`src/rtl/lru_key_value_cache_macros.svh`:
```
// Assertion macros shared by the cache RTL.
`ifndef LRU_KEY_VALUE_CACHE_MACROS_SVH
`define LRU_KEY_VALUE_CACHE_MACROS_SVH

// Checks a property on every rising clock edge outside reset.
`define LKV_ASSERT(label, prop, msg) \
    label: assert property (@(posedge aclk) disable iff (!aresetn) prop) else $error(msg);

// Checks a property on every rising clock edge, reset included.
`define LKV_ASSERT_ALWAYS(label, prop, msg) \
    label: assert property (@(posedge aclk) prop) else $error(msg);

`endif

```
`src/rtl/lkv_pkg.sv`:
```
`default_nettype none

package lkv_pkg;

    // Default geometry of the cache.
    localparam int LKV_ENTRIES    = 8;
    localparam int LKV_KEY_BITS   = 32;
    localparam int LKV_VALUE_BITS = 32;

    // Width of the request and result data fields on the ports.
    localparam int LKV_FIELD_BITS = 32;
    localparam int LKV_OCC_BITS   = 4;

    // Request modes.
    localparam logic LKV_MODE_LOOKUP = 1'b0;
    localparam logic LKV_MODE_INSERT = 1'b1;

    // Per-cell control: take new data from the load bus, or from the upper neighbor.
    typedef struct packed {
        logic load;
        logic shift;
    } lkv_cell_ctrl_t;

endpackage

`default_nettype wire

```
`src/rtl/lkv_cell.sv`:
```
`default_nettype none

module lkv_cell
    import lkv_pkg::*;
#(
    parameter int KEY_BITS   = LKV_KEY_BITS,
    parameter int VALUE_BITS = LKV_VALUE_BITS
) (
    input  wire logic                  aclk,
    input  wire lkv_cell_ctrl_t        ctrl,
    input  wire logic [KEY_BITS-1:0]   load_key,
    input  wire logic [VALUE_BITS-1:0] load_value,
    input  wire logic [KEY_BITS-1:0]   upper_key,
    input  wire logic [VALUE_BITS-1:0] upper_value,
    input  wire logic [KEY_BITS-1:0]   search_key,
    output logic [KEY_BITS-1:0]        key,
    output logic [VALUE_BITS-1:0]      value,
    output logic                       match
);

    logic [KEY_BITS-1:0]   key_reg;
    logic [VALUE_BITS-1:0] value_reg;
    logic [KEY_BITS-1:0]   key_next;
    logic [VALUE_BITS-1:0] value_next;

    // A load from the bus wins over a shift from the upper neighbor.
    always_comb begin
        key_next   = key_reg;
        value_next = value_reg;
        if (ctrl.load) begin
            key_next   = load_key;
            value_next = load_value;
        end else if (ctrl.shift) begin
            key_next   = upper_key;
            value_next = upper_value;
        end
    end

    always_ff @(posedge aclk) begin
        key_reg   <= key_next;
        value_reg <= value_next;
    end

    // The key compare is local to the cell; validity is applied above.
    assign match = (key_reg == search_key);
    assign key   = key_reg;
    assign value = value_reg;

endmodule

`default_nettype wire

```
`src/rtl/lru_key_value_cache.sv`:
```
`default_nettype none

// Fully associative LRU key/value cache built as a row of ENTRIES cells ordered by
// recency: cell 0 holds the least recently used pair and the top valid cell the most
// recently used one. Every request (lookup or insert) is accepted on a handshake and its
// result appears in the registered output stage on the next cycle. The output register
// is emptied and refilled on the same edge, so requests pass at one per clock while
// m_ready stays high; while a result waits for m_ready, s_ready is low and the next
// request waits. A lookup compares all valid cells at once
// and takes the lowest-positioned match, so with duplicate keys the older copy wins;
// the hit pair then moves to the top while the cells above it shift down by one. An
// insert fills the next free cell, or, when the cache is full, shifts the whole row
// down, drops the least recently used pair and reports an eviction. Inserts do not
// check for duplicate keys. Keys are compared in their low KEY_BITS bits, values are
// kept in VALUE_BITS bits and returned sign-extended; a miss and an insert return a
// found_value of zero. There is no clearing pass: after reset the cache is empty.
module lru_key_value_cache
    import lkv_pkg::*;
#(
    parameter int ENTRIES    = LKV_ENTRIES,
    parameter int KEY_BITS   = LKV_KEY_BITS,
    parameter int VALUE_BITS = LKV_VALUE_BITS
) (
    input  wire logic                             aclk,
    input  wire logic                             aresetn,
    input  wire logic                             s_valid,
    output logic                                  s_ready,
    input  wire logic                             s_mode,
    input  wire logic signed [LKV_FIELD_BITS-1:0] s_search_key,
    input  wire logic signed [LKV_FIELD_BITS-1:0] s_entry_value,
    output logic                                  m_valid,
    input  wire logic                             m_ready,
    output logic                                  m_hit,
    output logic signed [LKV_FIELD_BITS-1:0]      m_found_value,
    output logic                                  m_evicted,
    output logic [LKV_OCC_BITS-1:0]               m_occupancy
);

`include "lru_key_value_cache_macros.svh"

    localparam int CNT_W = $clog2(ENTRIES + 1);

    logic [CNT_W-1:0] occ_reg;
    logic [CNT_W-1:0] occ_next;

    logic                       m_valid_reg;
    logic                       m_hit_reg;
    logic [LKV_FIELD_BITS-1:0]  m_found_value_reg;
    logic                       m_evicted_reg;
    logic [LKV_OCC_BITS-1:0]    m_occupancy_reg;

    logic                  s_fire;
    logic                  full;
    logic [KEY_BITS-1:0]   in_key;
    logic [VALUE_BITS-1:0] in_value;

    logic [ENTRIES-1:0] valid_vec;
    logic [ENTRIES-1:0] cell_match;
    logic [ENTRIES-1:0] match_vec;
    logic [ENTRIES-1:0] first_vec;
    logic [ENTRIES-1:0] at_or_above;
    logic [ENTRIES-1:0] below_tail;
    logic [ENTRIES-1:0] tail_vec;
    logic [ENTRIES-1:0] free_vec;
    logic [ENTRIES-1:0] load_vec;
    logic [ENTRIES-1:0] shift_vec;
    logic               any_hit;

    logic [KEY_BITS-1:0]   cell_key   [ENTRIES];
    logic [VALUE_BITS-1:0] cell_value [ENTRIES];
    logic [VALUE_BITS-1:0] hit_value;
    logic [KEY_BITS-1:0]   load_key;
    logic [VALUE_BITS-1:0] load_value;

    logic                      res_hit;
    logic                      res_evicted;
    logic [LKV_FIELD_BITS-1:0] res_found;

    assign s_ready = !m_valid_reg || m_ready;
    assign s_fire  = s_valid && s_ready;
    assign full    = (occ_reg == CNT_W'(ENTRIES));
    assign in_key   = KEY_BITS'($unsigned(s_search_key));
    assign in_value = VALUE_BITS'($unsigned(s_entry_value));

    // Row of cells; each one takes its upper neighbor's pair on a shift.
    for (genvar i = 0; i < ENTRIES; i++) begin : g_cell
        lkv_cell_ctrl_t        ctrl;
        logic [KEY_BITS-1:0]   upper_key;
        logic [VALUE_BITS-1:0] upper_value;

        assign ctrl.load    = load_vec[i];
        assign ctrl.shift   = shift_vec[i];
        assign valid_vec[i] = (occ_reg > CNT_W'(i));

        if (i < ENTRIES - 1) begin : g_mid
            assign upper_key   = cell_key[i+1];
            assign upper_value = cell_value[i+1];
        end else begin : g_top
            assign upper_key   = load_key;
            assign upper_value = load_value;
        end

        lkv_cell #(
            .KEY_BITS   (KEY_BITS),
            .VALUE_BITS (VALUE_BITS)
        ) u_cell (
            .aclk        (aclk),
            .ctrl        (ctrl),
            .load_key    (load_key),
            .load_value  (load_value),
            .upper_key   (upper_key),
            .upper_value (upper_value),
            .search_key  (in_key),
            .key         (cell_key[i]),
            .value       (cell_value[i]),
            .match       (cell_match[i])
        );
    end

    // Position masks: first match, cells from it upward, the top valid cell, first free cell.
    assign match_vec   = cell_match & valid_vec;
    assign any_hit     = |match_vec;
    assign first_vec   = match_vec & (~match_vec + ENTRIES'(1));
    assign at_or_above = ~(first_vec - ENTRIES'(1));
    assign below_tail  = valid_vec >> 1;
    assign tail_vec    = valid_vec & ~below_tail;
    assign free_vec    = ~valid_vec & ((valid_vec << 1) | ENTRIES'(1));

    // Value of the matched cell; first_vec is one-hot, so an OR picks it.
    always_comb begin
        hit_value = '0;
        for (int i = 0; i < ENTRIES; i++) begin
            if (first_vec[i]) begin
                hit_value = hit_value | cell_value[i];
            end
        end
    end

    // Row control and result for the request being accepted.
    always_comb begin
        load_vec    = '0;
        shift_vec   = '0;
        load_key    = in_key;
        load_value  = in_value;
        occ_next    = occ_reg;
        res_hit     = 1'b0;
        res_evicted = 1'b0;
        res_found   = '0;
        if (s_fire) begin
            if (s_mode == LKV_MODE_LOOKUP) begin
                if (any_hit) begin
                    // Move the hit pair to the top; the cells above it close the gap.
                    shift_vec  = at_or_above & below_tail;
                    load_vec   = tail_vec;
                    load_value = hit_value;
                    res_hit    = 1'b1;
                    res_found  = LKV_FIELD_BITS'($signed(hit_value));
                end
            end else if (!full) begin
                load_vec = free_vec;
                occ_next = occ_reg + CNT_W'(1);
            end else begin
                // Drop the least recently used pair and append at the top.
                shift_vec   = {ENTRIES{1'b1}} >> 1;
                load_vec    = ~({ENTRIES{1'b1}} >> 1);
                res_evicted = 1'b1;
            end
        end
    end

    always_ff @(posedge aclk) begin
        if (!aresetn) begin
            occ_reg     <= '0;
            m_valid_reg <= 1'b0;
        end else begin
            occ_reg <= occ_next;
            if (s_fire) begin
                m_valid_reg <= 1'b1;
            end else if (m_ready) begin
                m_valid_reg <= 1'b0;
            end
        end
    end

    // Result payload is captured with the request.
    always_ff @(posedge aclk) begin
        if (s_fire) begin
            m_hit_reg         <= res_hit;
            m_found_value_reg <= res_found;
            m_evicted_reg     <= res_evicted;
            m_occupancy_reg   <= LKV_OCC_BITS'(occ_next);
        end
    end

    assign m_valid       = m_valid_reg;
    assign m_hit         = m_hit_reg;
    assign m_found_value = $signed(m_found_value_reg);
    assign m_evicted     = m_evicted_reg;
    assign m_occupancy   = m_occupancy_reg;

    // The fill count never passes the number of cells.
    `LKV_ASSERT(a_occ_bound, occ_reg <= CNT_W'(ENTRIES), "occupancy exceeds entries")

    // An insert into a cache that is not full grows the fill count by one.
    `LKV_ASSERT(a_insert_grows, s_fire && s_mode == LKV_MODE_INSERT && !full |=> occ_reg == $past(occ_reg) + CNT_W'(1), "insert did not grow occupancy")

    // At most one cell loads per cycle.
    `LKV_ASSERT_ALWAYS(a_one_load, $onehot0(load_vec), "more than one cell loaded")

    // The row never shifts without a pair landing at the top.
    `LKV_ASSERT_ALWAYS(a_shift_needs_load, (|shift_vec) |-> (|load_vec), "shift without load")

    // A result cannot report both a hit and an eviction.
    `LKV_ASSERT(a_hit_xor_evict, m_valid_reg |-> !(m_hit_reg && m_evicted_reg), "hit and eviction together")

endmodule

`default_nettype wire

```
`config.mk`:
```
export PLATFORM = sky130hd
export DESIGN_NAME = lru_key_value_cache
export DESIGN_NICKNAME = d
export VERILOG_FILES = /design/src/rtl/lkv_pkg.sv /design/src/rtl/lkv_cell.sv /design/src/rtl/lru_key_value_cache.sv
export VERILOG_INCLUDE_DIRS = /design/src /design/src/rtl
export SDC_FILE = /design/constraint.sdc
export NUM_CORES = 1
export LEC_CHECK = 0
export ABC_AREA = 1
export BUFFER_PORTS_ARGS = -buffer_cell sky130_fd_sc_hd__buf_2
export CAP_MARGIN = 20
export CORE_AREA = 2 2 306 308
export CTS_BUF_LIST = sky130_fd_sc_hd__clkbuf_4 sky130_fd_sc_hd__clkbuf_8
export CTS_CLUSTER_SIZE = 25
export DETAILED_ROUTE_END_ITERATION = 7
export DIE_AREA = 0 0 308 310
export SLEW_MARGIN = 15
export SYNTH_ARGS = -nofsm -noshare
export SYNTH_HDL_FRONTEND = slang
export SYNTH_HIERARCHICAL = 1
export SYNTH_SLANG_ARGS = --single-unit
```
`constraint.sdc`:
```
create_clock -name aclk -period 6.5 [get_ports aclk]
set_clock_uncertainty 0.05 [all_clocks]
set_input_delay 0.325 -clock aclk [delete_from_list [all_inputs] [get_ports aclk]]
set_output_delay 0.325 -clock aclk [all_outputs]
set_load 0.01 [all_outputs]
```
; Word-level counts from Yosys, hierarchy flattened
; Cells that the tools add are included.
[classes]
muxes = 58
reduce_logical = 14
add_sub_neg = 3
order_cmp = 8
n_eq_ne = 9
bitwise_logic = 17
[ops]
columns = operator, count
row1 = $mux 32, 43
row2 = $eq 32x32->1, 8
row3 = $or 32x32->32, 7
row4 = $mux 8, 7
row5 = $and 8x8->8, 4
row6 = $not 8->8, 3
row7 = $reduce_bool 2->1, 9
row8 = $gt 4x3->1 const B, 4
row9 = $mux 4, 3
row10 = $add 8x1->8 const B, 1
row11 = $and 8x7->8, 1
row12 = $gt 4x1->1 const B, 2
row13 = $gt 4x2->1 const B, 2
row14 = $not 7->8, 1
row15 = $reduce_or 8->1, 1
row16 = $sub 8x1->8 const B, 1
row17 = $mux 7, 1
row18 = $add 4x1->4 const B, 1
row19 = $eq 4x4->1 const B, 1
row20 = $mux 1, 4
row21 = $reduce_or 2->1, 1
row22 = $logic_and 1x1->1, 1
row23 = $logic_not 1->1, 1
row24 = $logic_or 1x1->1, 1
row25 = $not 1->1, 1
[totals]
elab_cells = 131
in_bits = 69
output_inout_bits = 40
regBits = 555

; Logic depth before layout (Yosys ltp)
; Gate-level depths: netlist of the first run.
[logic_depth]
word_depth = 25
depth_mapped = 21
mapped_depth_nobuf = 20

; Cells and area by module
; Netlist of the first run, hierarchy kept.
[modules_own_cells]
columns = module, cells_per_inst, area_per_inst_um2, instances, seq_area_each_um2
row1 = lkv_cell, 439, 3378.2, 8, 1921.8
row2 = lru_key_value_cache, 889, 4994.8, 1, 1241.2

; Worst setup path after synthesis of the first run
; Ideal clock, no wire load.
[synth_path]
kind = input port to flip-flop
start = input m_ready
end = register g_cell[0].u_cell.key_reg[0] (enable)
path_slack_ps = 2911
n_path_buf = 2
path_stages = 9
required_time_ps = 6056
t_arrival_ps = 3145
setup_time_ps = 394
path_cell_list = inv_1 > nand2_1 > nand2_1 > inv_1 > nand3_2 > buf_2 > o22ai_1 > buf_4 > or2_2
[synth_between]
elab_chain_len = 4
elab_cells_between_ends = 5
cone_classes = mux (2) / reduce/logical (3)
[synth_rtl]
columns = item, line
row1 = start: declaration, lru_key_value_cache.sv:32  ; input wire logic m_ready,
row2 = $logic_or 1x1->1, lru_key_value_cache.sv:79  ; assign s_ready = !m_valid_reg || m_ready;
row3 = net s_ready, lru_key_value_cache.sv:27  ; output logic s_ready,
row4 = $logic_and 1x1->1, lru_key_value_cache.sv:80  ; assign s_fire = s_valid && s_ready;
row5 = net s_fire, lru_key_value_cache.sv:52  ; logic s_fire;
row6 = $mux 8, lru_key_value_cache.sv:149  ; if (s_fire) begin
row7 = net load_vec[0], lru_key_value_cache.sv:65  ; logic [ENTRIES-1:0] load_vec;
row8 = $reduce_bool 2->1 (no line), --
row9 = end signal: assignment, lkv_cell.sv:40  ; key_reg <= key_next;
row10 = end: declaration, lkv_cell.sv:21  ; logic [KEY_BITS-1:0] key_reg;
; The timed path passes the listed nets, and every way through them passes these cells.
; A chain may end at the register's enable or synchronous reset.

; Worst setup path in the final report of the first run
[layout_path]
start = register g_cell[0].u_cell.key_reg[18]
end = register g_cell[3].u_cell.value_reg[22] (enable)
[layout_between]
elab_cells_between_ends = 16
cone_classes = add/sub (2) / eq/ne (1) / mux (6) / bitwise (5) / reduce/logical (2)
[layout_lines]
columns = item, line
row1 = $eq 32x32->1, lkv_cell.sv:45  ; assign match = (key_reg == search_key);
row2 = net cell_match[0], lru_key_value_cache.sv:58  ; logic [ENTRIES-1:0] cell_match;
row3 = $and 8x8->8, lru_key_value_cache.sv:121  ; assign match_vec = cell_match & valid_vec;
row4 = $reduce_or 8->1, lru_key_value_cache.sv:122  ; assign any_hit = |match_vec;
row5 = $mux 8, lru_key_value_cache.sv:151  ; if (any_hit) begin
row6 = $mux 8, lru_key_value_cache.sv:150  ; if (s_mode == LKV_MODE_LOOKUP) begin
row7 = $mux 8, lru_key_value_cache.sv:149
row8 = net load_vec[3], lru_key_value_cache.sv:65
row9 = $reduce_bool 2->1 (no line), --
row10 = end signal: assignment, lkv_cell.sv:41  ; value_reg <= value_next;
row11 = end: declaration, lkv_cell.sv:22  ; logic [VALUE_BITS-1:0] value_reg;
; The timed path passes the listed nets, and every way through them passes these cells.

==> results.json, run 1 <==
{
  "period_share_pct": 73.4,
  "cts_buffers": 99,
  "cts_tree": "done",
  "synth.distinct_cells": 32,
  "number_of_global_route_vias_before_repair": 26000,
  "crit_end": "g_cell[3].u_cell/value[22]$_DFFE_PP_",
  "holdWs_ns": 0.0886,
  "setup-tns-final_ns": 0,
  "post-cts-setup-buffer-count": 0,
  "synthesis.area_per_instance_sq_um": 7.28,
  "cts_buffer_depth": 3,
  "critPathLaunchType": "flip-flop",
  "reg2reg_depth": 16,
  "reg2reg_from": "g_cell[0].u_cell/key[18]$_DFFE_PP_",
  "routedWlPerCell_microns": 17.7,
  "num_io_pins": 109,
  "synth_enable_flop_cells": 550,
  "tightestPinTransition_ns": 1.07,
  "largest_net_degree_at_the_start_of_global_routing": 65,
  "finish.instance_area_sq_um": 35800,
  "yosys_most_used_dff": "sky130_fd_sc_hd__edfxtp_1",
  "avgViaCountPerCell": 4.77,
  "final-max-slew-violation-count": 0,
  "vias": 27600,
  "worstSetupEndpointType": "flip-flop",
  "grt_overflow": 0,
  "ys_async_sr_fraction_pct": 0,
  "buffer_ports.inserted": 108,
  "rrSetupSlack_ns": 1.73,
  "fp.coreArea_sq_um": 92500,
  "clock-sinks": 555,
  "maxCapViolations": 0,
  "critical_path_peak_fanout": 37,
  "detailedRoute.firstPassIterationCount": 6,
  "mappedNetlistArea_sq_um": 32000,
  "number_of_instances_in_the_synthesized_netlist": 4401,
  "cell_at_the_root_of_the_clock_tree": "sky130_fd_sc_hd__clkbuf_8",
  "first_pass_grt_wire_length_mm": 155,
  "critical_path_required_ns": 6.85,
  "final_util_pct": 38.7,
  "die_h_microns": 310,
  "clkSlewWorstSetupHoldPaths_ns": 0.06,
  "synthToLayoutAreaGrowth_pct": 11.6,
  "hpwl_mm": 61.8,
  "synth_seq_area_share_pct": 51.9,
  "number_of_cells_in_the_finished_layout_apart_from_fillers": 5792,
  "dpl_cell_area_sq_um": 33700,
  "layout-drive-gt1-share_pct": 8.10,
  "die-width_microns": 308,
  "max_vdd_drop_v": 0.000134,
  "post_synthesis_register_bit_count": 555,
  "synthesis.yosys.warnings": 6,
  "die_area_sq_um": 95500,
  "worst_skew_pair.late_latency_ns": 0.75,
  "design.final.nets": 4584,
  "detail_route.drc_violations": 0,
  "min-delay-path-class": "in2reg",
  "cts_repair_resize_count": 0,
  "gp_routability_congestion": 0.851,
  "outcome": "finished clean",
  "setup_violations": 0,
  "grt_total_usage_pct": 21.3,
  "worst_setup_path_startpoint": "g_cell[0].u_cell/key[18]$_DFFE_PP_",
  "arrival_ns": 5.12,
  "critical_path.reg2reg.endpoint": "g_cell[3].u_cell/value[22]$_DFFE_PP_",
  "holdPathStages": 3,
  "synth_top_cell_by_area": "sky130_fd_sc_hd__edfxtp_1",
  "placementRows": 112,
  "place.detailed.instances": 5602,
  "synth_top_area_share_pct": 51.6,
  "holdBufCountCts": 4,
  "setup.worst_path.class": "reg2reg",
  "start_util_pct": 34.6,
  "drt.antenna.violating_nets": 0,
  "rsz0062_at_grt": "false",
  "max_clock_freq_ghz": 0.210,
  "htree_levels": 3,
  "drt_iter0_markers": 2534,
  "routed_wirelength_mm": 102,
  "timing.max_slew.rel_slack_pct": 28.9,
  "final_critical_path_time_including_i_o_delays_and_setup_ns": 4.77,
  "mappedNetlistNets": 4474,
  "antenna_found_initial": 5,
  "hold_violations": 0,
  "synthTopCellsByArea": "sky130_fd_sc_hd__edfxtp_1, sky130_fd_sc_hd__nand2_1, sky130_fd_sc_hd__inv_1, sky130_fd_sc_hd__nor2_1, sky130_fd_sc_hd__nand3_1",
  "pwr_density_cell_nw_per_um2": 234,
  "p_leak_nw": 17.9
}
[worst min-delay path by stage]
stage	end	slack, ns	from
after floorplan	occ_reg[3]$_SDFF_PN0_	0.40	aresetn
final	g_cell[7].u_cell/key[28]$_DFFE_PP_	0.09	s_search_key[28]
after detailed placement	m_valid$_SDFFE_PN0P_	0.46	m_valid$_SDFFE_PN0P_
after global placement	m_valid$_SDFFE_PN0P_	0.45	m_valid$_SDFFE_PN0P_
after global routing	g_cell[7].u_cell/key[5]$_DFFE_PP_	0.07	s_search_key[5]
after CTS	g_cell[3].u_cell/key[0]$_DFFE_PP_	0.03	s_search_key[0]
[area by class of cell]
| cell class | count | area [sq um] |
|---|---|---|
| Antenna cell | 4 | 10.0 |
| Clock buffer | 150 | 1760 |
| Clock inverter | 31 | 185 |
| Fill cell | 9525 | 56700 |
| Inverter | 536 | 2010 |
| Multi-Input combinational cell | 3156 | 12600 |
| Sequential cell | 555 | 16600 |
| Tap cell | 1197 | 1500 |
| Timing Repair Buffer | 163 | 1050 |
[cells in the mapped netlist (4+ instances only)]
master                     count
sky130_fd_sc_hd__a21oi_1      46
sky130_fd_sc_hd__buf_2        74
sky130_fd_sc_hd__buf_4        63
sky130_fd_sc_hd__clkbuf_1     14
sky130_fd_sc_hd__dfxtp_1       5
sky130_fd_sc_hd__edfxtp_1    550
sky130_fd_sc_hd__ha_1          4
sky130_fd_sc_hd__inv_1       524
sky130_fd_sc_hd__inv_2        12
sky130_fd_sc_hd__nand2_1    2366
sky130_fd_sc_hd__nand2_2       4
sky130_fd_sc_hd__nand3_1     132
sky130_fd_sc_hd__nand4_1      32
sky130_fd_sc_hd__nor2_1      473
sky130_fd_sc_hd__o21ai_0      13
sky130_fd_sc_hd__o21ai_1      28
sky130_fd_sc_hd__o22ai_1       6
sky130_fd_sc_hd__or2_2         8
sky130_fd_sc_hd__xor2_1       24
[layer usage]
layer,part of all wire [%],track usage [%],vias to the layer above
met4,3.1,8.16,4
met1,43,27.9,12700
met5,0.021,0,-
met3,7.9,3.55,174
li1,-,-,13700
met2,46,35.3,1050
[worst max-delay path, cell delays in order (launching register included)]
cell and delay [ns]:
sky130_fd_sc_hd__edfxtp_1 0.40, sky130_fd_sc_hd__nor2_1 0.10, sky130_fd_sc_hd__nor2_1 0.05, sky130_fd_sc_hd__nor2_1 0.10, sky130_fd_sc_hd__nand2_1 0.09, sky130_fd_sc_hd__nor2_1 0.32
sky130_fd_sc_hd__nand2_1 0.09, sky130_fd_sc_hd__nor2_1 0.23, sky130_fd_sc_hd__nand2_4 0.39, sky130_fd_sc_hd__nand2_4 0.25, sky130_fd_sc_hd__inv_2 0.06, sky130_fd_sc_hd__nand4_1 0.15
sky130_fd_sc_hd__nand3_2 0.35, sky130_fd_sc_hd__o22ai_4 0.25, sky130_fd_sc_hd__buf_4 0.35, sky130_fd_sc_hd__or2_4 0.76, sky130_fd_sc_hd__buf_4 0.39
[per-stage QoR]
step / setup slack [ns] / power, mW
after detailed placement: 1.44 / 5.15
final: 1.73 / 8.38
after floorplan: 2.91 / 4.81
after global routing: 1.48 / 8.74
after global placement: 1.50 / 5.13
after CTS: 1.74 / 8.45
[cells in the final DEF (no fill, tap or decap), types with 2 or more instances in the layout]
master                          instances
sky130_fd_sc_hd__nand3_1              132
sky130_fd_sc_hd__xor2_1                24
sky130_fd_sc_hd__clkinvlp_4             2
sky130_fd_sc_hd__nand3_2                3
sky130_fd_sc_hd__nor2_2                 2
sky130_fd_sc_hd__o21ai_1               28
sky130_fd_sc_hd__inv_6                  2
sky130_fd_sc_hd__clkbuf_4              48
sky130_fd_sc_hd__nand2_1             2366
sky130_fd_sc_hd__diode_2                4
sky130_fd_sc_hd__nand2_2                4
sky130_fd_sc_hd__o21ai_0               12
sky130_fd_sc_hd__a21oi_1               46
sky130_fd_sc_hd__o22ai_4                6
sky130_fd_sc_hd__clkbuf_8             102
sky130_fd_sc_hd__nor2_4                 5
sky130_fd_sc_hd__clkinv_1              14
sky130_fd_sc_hd__edfxtp_1             550
sky130_fd_sc_hd__inv_1                523
sky130_fd_sc_hd__nor3_1                 2
sky130_fd_sc_hd__clkinv_2              10
sky130_fd_sc_hd__inv_2                 13
sky130_fd_sc_hd__or2_4                  8
sky130_fd_sc_hd__dfxtp_1                5
sky130_fd_sc_hd__ha_1                   4
sky130_fd_sc_hd__nand2_4                2
sky130_fd_sc_hd__buf_12                 6
sky130_fd_sc_hd__nand4_1               32
sky130_fd_sc_hd__buf_2                108
sky130_fd_sc_hd__buf_4                 44
sky130_fd_sc_hd__nor2_1               471
sky130_fd_sc_hd__dlygate4sd3_1          4
[power by group]
part           switching [mW]  internal [mW]
sequential             0.0927           4.16
clock                    1.52           1.77
combinational           0.608          0.230
[cells by family (layout without fill, tap and decap cells)]
group,count (synthesis),after routing,synth area share (%)
AO/OA/AOI/OAI,96,96,1.55
AND/OR/NAND/NOR,3031,3031,36.6
adder cells (fa/ha/maj),4,4,0.156
XOR/XNOR,24,24,0.656
other,1,5,0.0117
buffers and inverters,690,880,9.12
flip-flops,555,555,51.9
Note: power is estimated with default switching activity, not from simulation.
==> run 2, diff against run 1 <==
==> constraint.sdc (replaced) <==
create_clock -name aclk -period 4.55 [get_ports aclk]
set_clock_uncertainty 0.05 [all_clocks]
set_input_delay 0.2275 -clock aclk [delete_from_list [all_inputs] [get_ports aclk]]
set_output_delay 0.2275 -clock aclk [all_outputs]
set_load 0.01 [all_outputs]
==> run 2 against run 1 <==
Compared with the run above:
- register-to-register slack got worse by 1.2 ns
- core utilization grew 0.59 points
- critical path depth grew 3
- clock power up 39%
- first-iteration DRC count decreased by 2.9%
- sequential power up 43%
- sequential cell count unchanged
- power is 42% higher
- sequential share of layout area shrank 0.70 points
- cell count is 0.73% higher
- routed wire length down 2.9%
- largest cell class unchanged
==> results.json, run 2 (synthesis results as in run 1) <==
{
  "setup_violations": 0,
  "place.detailed.instances": 5620,
  "num_io_pins": 109,
  "die_area_sq_um": 95500,
  "reg2reg_depth": 17,
  "routed_wirelength_mm": 99.3,
  "max_vdd_drop_v": 0.000207,
  "critical_path_required_ns": 4.96,
  "detail_route.drc_violations": 0,
  "rsz0062_at_grt": "false",
  "holdPathStages": 3,
  "drt.antenna.violating_nets": 0,
  "hold_violations": 0,
  "avgViaCountPerCell": 4.70,
  "layout.cells.most_common": "sky130_fd_sc_hd__nand2_1",
  "cell_at_the_root_of_the_clock_tree": "sky130_fd_sc_hd__clkbuf_8",
  "tightestPinTransition_ns": 1.10,
  "rrSetupSlack_ns": 0.52,
  "clock-sinks": 555,
  "setup-tns-final_ns": 0,
  "antenna_found_initial": 3,
  "die-width_microns": 308,
  "clkSlewWorstSetupHoldPaths_ns": 0.06,
  "final.fill_count": 9419,
  "hpwl_mm": 61.1,
  "first_pass_grt_wire_length_mm": 150,
  "htree_levels": 3,
  "critPathLaunchType": "input port",
  "p_total_mw": 11.9,
  "start_util_pct": 34.6,
  "die_h_microns": 310,
  "grt_total_usage_pct": 20.7,
  "p_leak_nw": 18.1,
  "critical_path.reg2reg.endpoint": "g_cell[4].u_cell/key[10]$_DFFE_PP_",
  "synthToLayoutAreaGrowth_pct": 13.3,
  "regArea_sq_um": 16600,
  "cts_buffer_depth": 3,
  "outcome": "finished clean",
  "period_share_pct": 89.2,
  "buffer_ports.inserted": 108,
  "design.final.nets": 4635,
  "max_clock_freq_ghz": 0.246,
  "number_of_cells_in_the_finished_layout_apart_from_fillers": 5834,
  "number_of_global_route_vias_before_repair": 25700,
  "worstSetupEndpointType": "flip-flop",
  "pwr_density_cell_nw_per_um2": 327,
  "placementRows": 112,
  "final_critical_path_time_including_i_o_delays_and_setup_ns": 4.06,
  "largest_net_degree_at_the_start_of_global_routing": 66,
  "reg2reg_from": "g_cell[4].u_cell/key[2]$_DFFE_PP_",
  "worst_skew_pair.late_latency_ns": 0.75,
  "final-max-slew-violation-count": 0,
  "arrival_ns": 4.46,
  "layout-drive-gt1-share_pct": 7.96,
  "cts_repair_resize_count": 0,
  "setup.worst_path.class": "in2reg",
  "holdWs_ns": 0.0470,
  "fp.coreArea_sq_um": 92500,
  "critical_path_peak_fanout": 65,
  "min-delay-path-class": "in2reg",
  "maxCapViolations": 0,
  "vias": 27400,
  "layout_common_cells": "sky130_fd_sc_hd__nand2_1, sky130_fd_sc_hd__edfxtp_1, sky130_fd_sc_hd__inv_1",
  "gp_routability_congestion": 0.814,
  "drt_iter0_markers": 2460,
  "cts_buffers": 99,
  "crit_end": "g_cell[4].u_cell/key[10]$_DFFE_PP_",
  "detailedRoute.firstPassIterationCount": 6,
  "timing.max_slew.rel_slack_pct": 26.4,
  "grt_overflow": 0,
  "cts_tree": "done",
  "routedWlPerCell_microns": 17.0,
  "worst_setup_path_startpoint": "s_search_key[2]",
  "multi_input_area_sq_um": 12600
}
## run 2: cell types whose count changed in the layout (fill, tap and decap cells not counted), sizes merged
cell / change
clkinvlp: +1
clkbuf: -21
dlygate4sd3: +34
diode: -2
clkinv: +12
inv: +1
buf: +17
## run 2: power by group
part	switching [mW]	leakage, nW	internal (mW)	total [mW]
clock	2.23	0.973	2.34	4.57
sequential	0.131	5.16	5.93	6.07
combinational	0.860	12.0	0.364	1.22
total	3.22	18.1	8.64	11.9
## run 2: worst min-delay path by stage
stage / start / end / slack [ns]
6_report: s_search_key[21] / g_cell[1].u_cell/key[21]$_DFFE_PP_ / 0.05
5_1_grt: s_search_key[21] / g_cell[6].u_cell/key[21]$_DFFE_PP_ / 0.07
4_1_cts: s_search_key[15] / g_cell[6].u_cell/key[15]$_DFFE_PP_ / 0.003
3_5_place_dp: m_valid$_SDFFE_PN0P_ / m_valid$_SDFFE_PN0P_ / 0.46
3_3_place_gp: m_valid$_SDFFE_PN0P_ / m_valid$_SDFFE_PN0P_ / 0.45
2_1_floorplan: aresetn / occ_reg[3]$_SDFF_PN0_ / 0.30
## run 2: final cells by class
| cell class | instances | share of cell area [%] |
|---|---|---|
| sequential | 555 | 45.8 |
| tap | 1197 | 4.13 |
| inverter | 536 | 5.54 |
| multi-input combinational | 3156 | 34.8 |
| clock buffer | 129 | 4.39 |
| timing repair buffer | 214 | 4.67 |
| clock inverter | 45 | 0.703 |
| antenna | 2 | 0.0138 |
## run 2: worst max-delay path, cell delays in order
cell and delay [ns]:
sky130_fd_sc_hd__dlygate4sd3_1 0.58, sky130_fd_sc_hd__buf_2 0.38, sky130_fd_sc_hd__xor2_1 0.18, sky130_fd_sc_hd__nor2_1 0.11, sky130_fd_sc_hd__nand2_1 0.12, sky130_fd_sc_hd__nor2_1 0.39
sky130_fd_sc_hd__nand2_1 0.09, sky130_fd_sc_hd__nor2_1 0.29, sky130_fd_sc_hd__nand2_1 0.13, sky130_fd_sc_hd__nand2_1 0.13, sky130_fd_sc_hd__nor2_4 0.04, sky130_fd_sc_hd__nand4_1 0.13
sky130_fd_sc_hd__nand3_2 0.38, sky130_fd_sc_hd__o22ai_4 0.29, sky130_fd_sc_hd__buf_12 0.41, sky130_fd_sc_hd__inv_2 0.06, sky130_fd_sc_hd__buf_4 0.29, sky130_fd_sc_hd__nand2_1 0.11
sky130_fd_sc_hd__nand2_1 0.05
## run 2: timing repair
action                    in CTS  in global routing
hold buffers                  38                  0
hold endpoints to repair     223                  0
buffers inserted               0                  0
## run 2: through the flow
stage	worst slack (ns)	utilization [%]	instance area (sq um)
after floorplan	0.963	-	32000
after global placement	0.444	36.8	34100
after detailed placement	0.355	36.8	34100
after CTS	0.546	39.2	36300
after global routing	0.249	39.2	36300
final	0.493	39.2	36300
## run 2: routing by layer
metal / share of wire [%] / vias to the layer above / track usage [%] / routed length (microns)
met5: 0.012 / - / 0 / 12
li1: - / 13800 / - / -
met2: 46 / 943 / 34.0 / 45600
met1: 44 / 12500 / 27.6 / 43500
met3: 6.9 / 190 / 2.89 / 6870
met4: 3.3 / 2 / 8.00 / 3310
